==> config.mk <==
export PLATFORM = sky130hd
export DESIGN_NAME = pwfm_ram
export DESIGN_NICKNAME = d
export VERILOG_FILES = /design/src/pwfm_ram.sv
export SDC_FILE = /design/constraint.sdc
export NUM_CORES = 1
export LEC_CHECK = 0
export ABC_AREA = 1
export ABC_CLOCK_PERIOD_IN_PS = 8050
export BUFFER_PORTS_ARGS = -buffer_cell sky130_fd_sc_hd__clkbuf_2
export CORE_MARGIN = 1.5
export CORE_UTILIZATION = 54
export CTS_CLUSTER_SIZE = 40
export DETAILED_ROUTE_END_ITERATION = 12
export PLACE_DENSITY_LB_ADDON = 0.05
export RECOVER_POWER = 50
export SYNTH_ARGS = -nofsm -noshare
export SYNTH_HDL_FRONTEND = slang
export SYNTH_SLANG_ARGS = --single-unit
==> constraint.sdc <==
create_clock -name clk_i -period 8.05 [get_ports clk_i]
set_input_delay 2.415 -clock clk_i [delete_from_list [all_inputs] [get_ports clk_i]]
set_output_delay 2.415 -clock clk_i [all_outputs]
set_load 0.02 [all_outputs]
==> src/pwfm_ram.sv <==
module pwfm_ram #(
  parameter int unsigned WIDTH = 8,
  parameter int unsigned DEPTH = 64
) (
  input  logic                                        clk_i,
  input  logic                                        we_i,
  input  logic [((DEPTH > 1) ? $clog2(DEPTH) : 1)-1:0] waddr_i,
  input  logic [WIDTH-1:0]                            wdata_i,
  input  logic [((DEPTH > 1) ? $clog2(DEPTH) : 1)-1:0] raddr_i,
  output logic [WIDTH-1:0]                            rdata_o
);

  logic [WIDTH-1:0] mem_q [DEPTH];
  logic [WIDTH-1:0] rdata_q;

  // One write port, one registered read port
  always_ff @(posedge clk_i) begin
    if (we_i) begin
      mem_q[waddr_i] <= wdata_i;
    end
    rdata_q <= mem_q[raddr_i];
  end

  assign rdata_o = rdata_q;

endmodule

==> flow_summary.json <==
{
  "status": "complete, but fails checks",
  "violations": "capacitance limit, slew limit",
  "startpoint": "wdata_i[2]",
  "whs_ns": 0.807,
  "clkPwrFrac_pct": 39.5,
  "post_cts_resized": 0,
  "cp_slowest_cell": "clkbuf_1",
  "slowest_delay_ns": 2.44,
  "regToRegSetupSlack_ns": 6.51,
  "cellLeakagePower_nw": 8.21,
  "ir_worst_vdd_mv": 0.161,
  "synth_area_um2": 21300,
  "report.final.slew_viol_count": 520,
  "hold_violations": 0,
  "drt_iter0_markers": 1245,
  "p_sw_share_pct": 22.4,
  "combPwrFrac_pct": 6.1,
  "cap_violations": 8,
  "core_um2": 38800,
  "clock_sinks": 520,
  "ys_ff_latch": 520,
  "crit_buf_inv": 2,
  "path_class": "in2reg",
  "wl_per_cell_um": 22.2,
  "end_kind": "flip-flop",
  "nFillCells": 3199,
  "p_int_mw": 4.30,
  "cpLargestDelayFamily": "buffers and inverters",
  "clk_pin_slew_ns": 0.06,
  "dieArea_um2": 40700,
  "place_inst": 2265,
  "critPathRequiredTime_ns": 7.93,
  "cp-start-kind": "input port",
  "ys_types": 16,
  "clock_latency_ns": 0.59,
  "yosysMostFrequentCell": "nand2_1",
  "grt_pass1_wl_mm": 80.0,
  "fmax_mhz": 195,
  "place.gp.congestion": 0.798,
  "drc": 0,
  "tns_ns": 0,
  "fin_crit_sh_pct": 63.7,
  "firstDrtPassIters": 7,
  "skew_ns": 0.0110,
  "min_from": "mem_q[8][6]",
  "yosysTopAreaCell": "edfxtp_1",
  "final_antenna_net_count": 0,
  "async_flop_share_pct": 0,
  "drive_gt1_share_pct": 6.16,
  "syn_nets": 1827,
  "synth_top_cell_area_share_pct": 72.0,
  "syn_avg_cell_area_um2": 11.8,
  "seq_power_share_pct": 54.4,
  "antenna_cells": 0,
  "initial_core_util_pct": 55.0,
  "power.net_switching_mw": 1.24,
  "io-pin-count": 30,
  "cellPowerDensity_nw_per_um2": 241,
  "fin_area_um2": 23000,
  "final-instance-count-excl-fill": 2353,
  "grt_max_degree": 137,
  "htreeDepth": 2,
  "gr-total-overflow": 0,
  "rows": 72,
  "synth-edff-count": 512,
  "rsz0062_at_grt": "false",
  "cts_root_buffer": "clkbuf_16",
  "synthTopCellsByArea": "edfxtp_1, nand2_1, nand3_1",
  "grt_pass1_vias": 13000,
  "cts_tree": "done",
  "synth-seq-area-share_pct": 72.8,
  "hpwl_mm": 28.1,
  "synthCells": 1805,
  "antenna_found_initial": 0,
  "grt.total_usage_pct": 26.1,
  "synth_common_cells": "nand2_1, edfxtp_1, nand3_1, nor2_1, buf_2",
  "vias_per_cell": 5.73,
  "r2r-start": "mem_q[55][7]",
  "crit_arrival_ns": 5.01,
  "power_mw": 5.54,
  "slew_headroom_pct": -134,
  "fin_nets": 1823,
  "worst_slew_pin_slew_ns": 3.51,
  "numCtsBuffers": 52,
  "num_vias": 13500,
  "syn_to_final_growth_pct": 7.81,
  "fin_crit_ns": 5.13,
  "die_w_um": 202,
  "worstPathCellList": "clkbuf_2, clkbuf_1",
  "clk_path_buf_depth": 3,
  "postCtsHoldBufs": 0,
  "die_h_um": 202,
  "wl_mm": 52.2,
  "cts_setup_buffers": 0,
  "place_area_um2": 21500,
  "crit_fanout": 64,
  "yosysWarnings": 0,
  "ys.flop_type": "edfxtp_1",
  "hold_path_class": "reg2reg",
  "finalSetupViolCount": 0,
  "port_buffers": 29
}
power by group through the flow:
stage	combinational (mW)	clock, mW	sequential [mW]
6_report	0.338	2.19	3.01
3_5_place_dp	0.340	0	3.06
4_1_cts	0.341	2.22	3.01
5_1_grt	0.373	2.32	3.01
3_3_place_gp	0.337	0	3.06
2_1_floorplan	0.211	0	3.07
kinds of logic after synthesis:
group | Yosys count | synth area share [%]
flip-flops | 520 | 72.8
buffers and inverters | 125 | 4.02
AND/OR/NAND/NOR | 1160 | 23.2
cell usage in the layout (no fill, tap or decap), drive strengths merged:
cell type	netlist	routed
nand2	648	648
edfxtp	512	512
nand3	439	439
clkbuf	15	106
nor2	56	56
buf	98	18
clkinv	0	17
inv	12	14
nand4	9	9
nor4	8	8
dfxtp	8	8
flip-flops by register name, summed over array words and instances (netlist names):
name and flops:
rdata_o 8, mem_q 512
per-layer routing:
| layer | track usage [%] | vias to the layer above | share of wire [%] |
|---|---|---|---|
| li1 | - | 6338 | - |
| met1 | 38.3 | 6572 | 44 |
| met2 | 40.4 | 479 | 46 |
| met3 | 3.64 | 101 | 6.5 |
| met4 | 9.17 | 0 | 3.0 |
| met5 | 0 | - | 0 |
through the flow:
| step | worst slack [ns] | util (%) |
|---|---|---|
| 3_5_place_dp | 2.69 | 55.5 |
| 6_report | 2.92 | 59.3 |
| 4_1_cts | 3.31 | 59.3 |
| 5_1_grt | 2.77 | 59.3 |
| 2_1_floorplan | 3.87 | - |
| 3_3_place_gp | 2.70 | 55.5 |
area by class of cell:
| class | count | area (um2) | share of cell area [%] |
|---|---|---|---|
| Clock buffer | 69 | 1410 | 6.11 |
| Clock inverter | 19 | 98.8 | 0.430 |
| Inverter | 12 | 55.1 | 0.239 |
| Multi-Input combinational cell | 1160 | 4950 | 21.5 |
| Sequential cell | 520 | 15500 | 67.5 |
| Tap cell | 518 | 648 | 2.82 |
| Timing Repair Buffer | 55 | 317 | 1.38 |
path summary, 6_finish.rpt:
kind,cells after the start,end
worst min register to register,8,rdata_o[6]
worst min-delay path,8,rdata_o[6]
worst max register to register,8,rdata_o[7]
worst max-delay path,2,mem_q[4][2]
No activity file was read; power rests on OpenSTA's default activity.
