### config.mk
export PLATFORM = sky130hd
export DESIGN_NAME = pwfm_step
export DESIGN_NICKNAME = d
export VERILOG_FILES = /design/src/pwfm_pkg.sv /design/src/pwfm_step.sv
export SDC_FILE = /design/constraint.sdc
export NUM_CORES = 1
export LEC_CHECK = 0
export ABC_AREA = 0
export BUFFER_PORTS_ARGS = -buffer_cell sky130_fd_sc_hd__buf_2
export CELL_PAD_IN_SITES_DETAIL_PLACEMENT = 0
export CELL_PAD_IN_SITES_GLOBAL_PLACEMENT = 1
export CORE_AREA = 2 2 39 41
export DETAILED_ROUTE_END_ITERATION = 7
export DIE_AREA = 0 0 41 43
export MAX_ROUTING_LAYER = met4
export PLACE_DENSITY = 0.85
export SYNTH_ARGS = -nofsm -noshare
export SYNTH_HDL_FRONTEND = slang
export SYNTH_SLANG_ARGS = --single-unit
### constraint.sdc
create_clock -name vclk -period 2.4
set_input_delay 0.48 -clock vclk [all_inputs]
set_output_delay 0.48 -clock vclk [all_outputs]
set_load 0.02 [all_outputs]
### src/pwfm_pkg.sv
package pwfm_pkg;

  // Default sizes of the pattern table
  localparam int unsigned PATTERNS_DEF      = 64;
  localparam int unsigned PATTERN_BYTES_DEF = 128;

  // Beat and configuration field widths
  localparam int unsigned IDX_W   = 6;
  localparam int unsigned POS_W   = 7;
  localparam int unsigned CHAR_W  = 8;
  localparam int unsigned COUNT_W = 7;

  localparam logic [COUNT_W-1:0] COUNT_RESET = 7'd1;

  // Characters with a meaning to the matcher
  localparam logic [CHAR_W-1:0] CH_STAR  = 8'h2A;
  localparam logic [CHAR_W-1:0] CH_SLASH = 8'h2F;
  localparam logic [CHAR_W-1:0] CH_SPACE = 8'h20;
  localparam logic [CHAR_W-1:0] CH_NUL   = 8'h00;

  // Per-pattern matcher status
  typedef enum logic [1:0] {
    ST_CMP  = 2'd0,
    ST_SKIP = 2'd1,
    ST_HIT  = 2'd2,
    ST_MISS = 2'd3
  } status_e;

  // Decision of the compare unit for one step of one pattern
  typedef struct packed {
    logic    done;
    logic    adv;
    status_e status;
  } step_t;

endpackage

### src/pwfm_step.sv
module pwfm_step (
  input  pwfm_pkg::status_e           status_i,
  input  logic                        scan_i,
  input  logic [pwfm_pkg::CHAR_W-1:0] pat_char_i,
  input  logic [pwfm_pkg::CHAR_W-1:0] path_char_i,
  output pwfm_pkg::step_t             step_o
);

  // Byte above space that is not a separator
  function automatic logic seg_char(input logic [pwfm_pkg::CHAR_W-1:0] ch);
    return (ch > pwfm_pkg::CH_SPACE) && (ch != pwfm_pkg::CH_SLASH);
  endfunction

  // Plain byte compare; advance on an equal nonzero byte
  function automatic pwfm_pkg::step_t compare(input logic [pwfm_pkg::CHAR_W-1:0] pc,
                                              input logic [pwfm_pkg::CHAR_W-1:0] c);
    pwfm_pkg::step_t r;
    r.done = 1'b1;
    r.adv  = 1'b0;
    if (pc != c) begin
      r.status = (pc == pwfm_pkg::CH_NUL) ? pwfm_pkg::ST_HIT : pwfm_pkg::ST_MISS;
    end else if (pc == pwfm_pkg::CH_NUL) begin
      r.status = pwfm_pkg::ST_HIT;
    end else begin
      r.status = pwfm_pkg::ST_CMP;
      r.adv    = 1'b1;
    end
    return r;
  endfunction

  // Wildcard holds while the path stays inside the segment
  function automatic pwfm_pkg::step_t skip_res(input logic [pwfm_pkg::CHAR_W-1:0] pc,
                                               input logic [pwfm_pkg::CHAR_W-1:0] c);
    pwfm_pkg::step_t r;
    if (seg_char(c)) begin
      r = '{done: 1'b1, adv: 1'b0, status: pwfm_pkg::ST_SKIP};
    end else begin
      r = compare(pc, c);
    end
    return r;
  endfunction

  always_comb begin
    if (scan_i) begin
      // walking the pattern past the wildcard segment
      if (seg_char(pat_char_i)) begin
        step_o = '{done: 1'b0, adv: 1'b1, status: pwfm_pkg::ST_SKIP};
      end else begin
        step_o = skip_res(pat_char_i, path_char_i);
      end
    end else begin
      case (status_i)
        pwfm_pkg::ST_CMP: begin
          if (pat_char_i <= pwfm_pkg::CH_SPACE) begin
            step_o = '{done: 1'b1, adv: 1'b0,
                       status: (pat_char_i == pwfm_pkg::CH_NUL) ? pwfm_pkg::ST_HIT
                                                                : pwfm_pkg::ST_MISS};
          end else if (pat_char_i != pwfm_pkg::CH_STAR) begin
            step_o = compare(pat_char_i, path_char_i);
          end else begin
            step_o = '{done: 1'b0, adv: 1'b1, status: pwfm_pkg::ST_SKIP};
          end
        end
        pwfm_pkg::ST_SKIP: begin
          step_o = skip_res(pat_char_i, path_char_i);
        end
        default: begin
          step_o = '{done: 1'b1, adv: 1'b0, status: status_i};
        end
      endcase
    end
  end

endmodule

==> flow_summary.json <==
{
  "grt_max_degree": 7,
  "wire_per_inst_um": 10.8,
  "finalCriticalPeriod_ps": 2490,
  "grt_use_met2_pct": 24.7,
  "critPathMaxFanout": 4,
  "max_cap_viol_count": 0,
  "num_vias": 533,
  "grt_setup_unrepaired": "true",
  "synth_area_leaders": "xor2_1 (21%), a21boi_0 (6.7%), nor2_1 (5.6%)",
  "power_leakage_nw": 0.278,
  "cp-end-kind": "output pin",
  "antenna_found_initial": 0,
  "syn_inst": 51,
  "fmax_mhz": 402,
  "failed_checks": "setup timing",
  "start_kind": "input port",
  "pin_count": 23,
  "die_area_sq_mm": 0.00176,
  "drc": 0,
  "hold_violations": 0,
  "chipHeight_um": 43,
  "hold_depth": 3,
  "drive_gt1_share_pct": 48.9,
  "nFlopsAndLatches": 0,
  "nets": 109,
  "first_iter_violations": 5,
  "cp_top_family": "simple AND/OR/NAND/NOR gates",
  "finalWorstSetupSlack_ps": -89.6,
  "critPathBufInv": 2,
  "core_area_sq_mm": 0.00138,
  "avgSynthCellArea_sq_um": 6.60,
  "layout_commonest_cell": "buf_2",
  "ant_nets": 0,
  "ys_types": 28,
  "fp-row-count": 14,
  "fin_cells": 104,
  "place_hpwl_um": 958,
  "worst-path-stages": 7,
  "dpl.cell_count": 103,
  "critical_path_arrival_ps": 2010,
  "synth_top_area_cell": "xor2_1",
  "setup_viol": 3,
  "cpPeakStageDelay_ps": 510,
  "worst_pin_slew_ps": 311,
  "use_met3_pct": 0,
  "vdd_drop_max_mv": 0.0490,
  "hold_class": "input port to output pin",
  "holdWs_ps": 1360,
  "vias_per_cell": 5.13,
  "grt_usage_pct": 13.9,
  "grt_pass1_wl_um": 1780,
  "slew_violations": 0,
  "syn-cell-area_sq_um": 337,
  "startpoint": "path_char_i[3]",
  "met1_usage_pct": 18.0,
  "path_class": "input port to output pin",
  "cp_slowest_cell": "or4_4",
  "yosysWarnings": 0,
  "yosys.area.top_type_share_pct": 20.8,
  "grt_pass1_vias": 466,
  "endpoint": "step_o[1]",
  "wl_um": 1130,
  "start_util_pct": 24.3,
  "clock_buffers": 0,
  "fin_crit_sh_pct": 104,
  "die_w_um": 41,
  "dr.pass1.iters": 4,
  "numPortBuffers": 23,
  "syn_nets": 70,
  "outcome": "finished, violations left",
  "final_cell_mix": "buf_2 (19), buf_4 (15), xor2_1 (8), nor2_1 (5)",
  "diodes": 0,
  "synth.yosys.seq_area_share_pct": 0,
  "overflow": 0,
  "gp_congestion": 0.868,
  "path_cells": "buf_6 > or4_4 > a21o_1 > a211o_1 > nand3b_1 > o211ai_1 > buf_4",
  "nFillCells": 151,
  "crit_required_ps": 1920,
  "relSlewSlack_pct": 79.1,
  "top_usage_layer": "met2",
  "area_delta_synth_final_pct": 83.6,
  "powerDensity_mw_per_mm2": 165,
  "ff_latch_area_sq_um": 0
}
[synthesized netlist by cell type, types with 2 or more instances]
cell type and count:
nor4_1 2, a21oi_1 2, nand2_1 2, a21boi_0 3, nor2_1 5, or3_1 3, nand4_1 2, nand3_1 3
nor3_1 3, xor2_1 8
[tightest hold or removal path: cells and delay by family]
kind                   cells  cell delay [ps]
buffers and inverters      2              290
AO/OA/AOI/OAI              1              110
[stage by stage]
stage | util [%] | total power [mW] | setup slack, ps | instance area, sq um | TNS (ps)
floorplan | - | 0.0399 | 53.4 | 342 | 0
global placement | 41.5 | 0.0917 | -132 | 574 | -388
detailed placement | 41.5 | 0.0930 | -151 | 574 | -414
CTS | 43.1 | 0.0984 | -81.1 | 597 | -218
global route | 44.7 | 0.112 | -154 | 618 | -421
finish | 44.7 | 0.102 | -89.6 | 618 | -220
[power by group]
part | switching [mW] | internal [mW]
logic | 0.0492 | 0.0529
clock network | 0 | 0
registers | 0 | 0
total | 0.0492 | 0.0529
[per-layer routing]
metal | vias up | routed length (um) | part of all wire, %
met2 | 10 | 574 | 51
met4 | 0 | 0 | 0
met1 | 247 | 510 | 45
met5 | - | 0 | 0
li1 | 276 | - | -
met3 | 0 | 43 | 3.8
[area by class of cell]
type               count  area, sq um  area share [%]
multi-input cells     50          353            57.1
repair buffers        37          241            39.1
well taps             16         20.0            3.24
inverters              1         3.75           0.607
[how the worst min path moves through the flow]
stage / from / to / slack (ps)
CTS: scan_i / step_o[1] / 1350
detailed placement: scan_i / step_o[1] / 1350
finish: scan_i / step_o[1] / 1360
floorplan: scan_i / step_o[1] / 1160
global placement: scan_i / step_o[1] / 1340
global route: scan_i / step_o[1] / 1380
[what timing repair did]
action,CTS,global route
hold buffers,0,0
hold endpoints to repair,0,0
pin swaps,5,1
endpoints found under the setup margin,3,3
resized for setup,5,3
buffers inserted,0,1
[cell families (layout without fill, tap and decap cells)]
group / count (synthesis) / after routing / share of synthesized area [%]
AND/OR/NAND/NOR: 26 / 26 / 43.9
XOR/XNOR: 8 / 8 / 20.8
buffers and inverters: 1 / 38 / 1.11
AO/OA/AOI/OAI: 16 / 16 / 34.2
No activity file was read; power rests on OpenSTA's default activity.
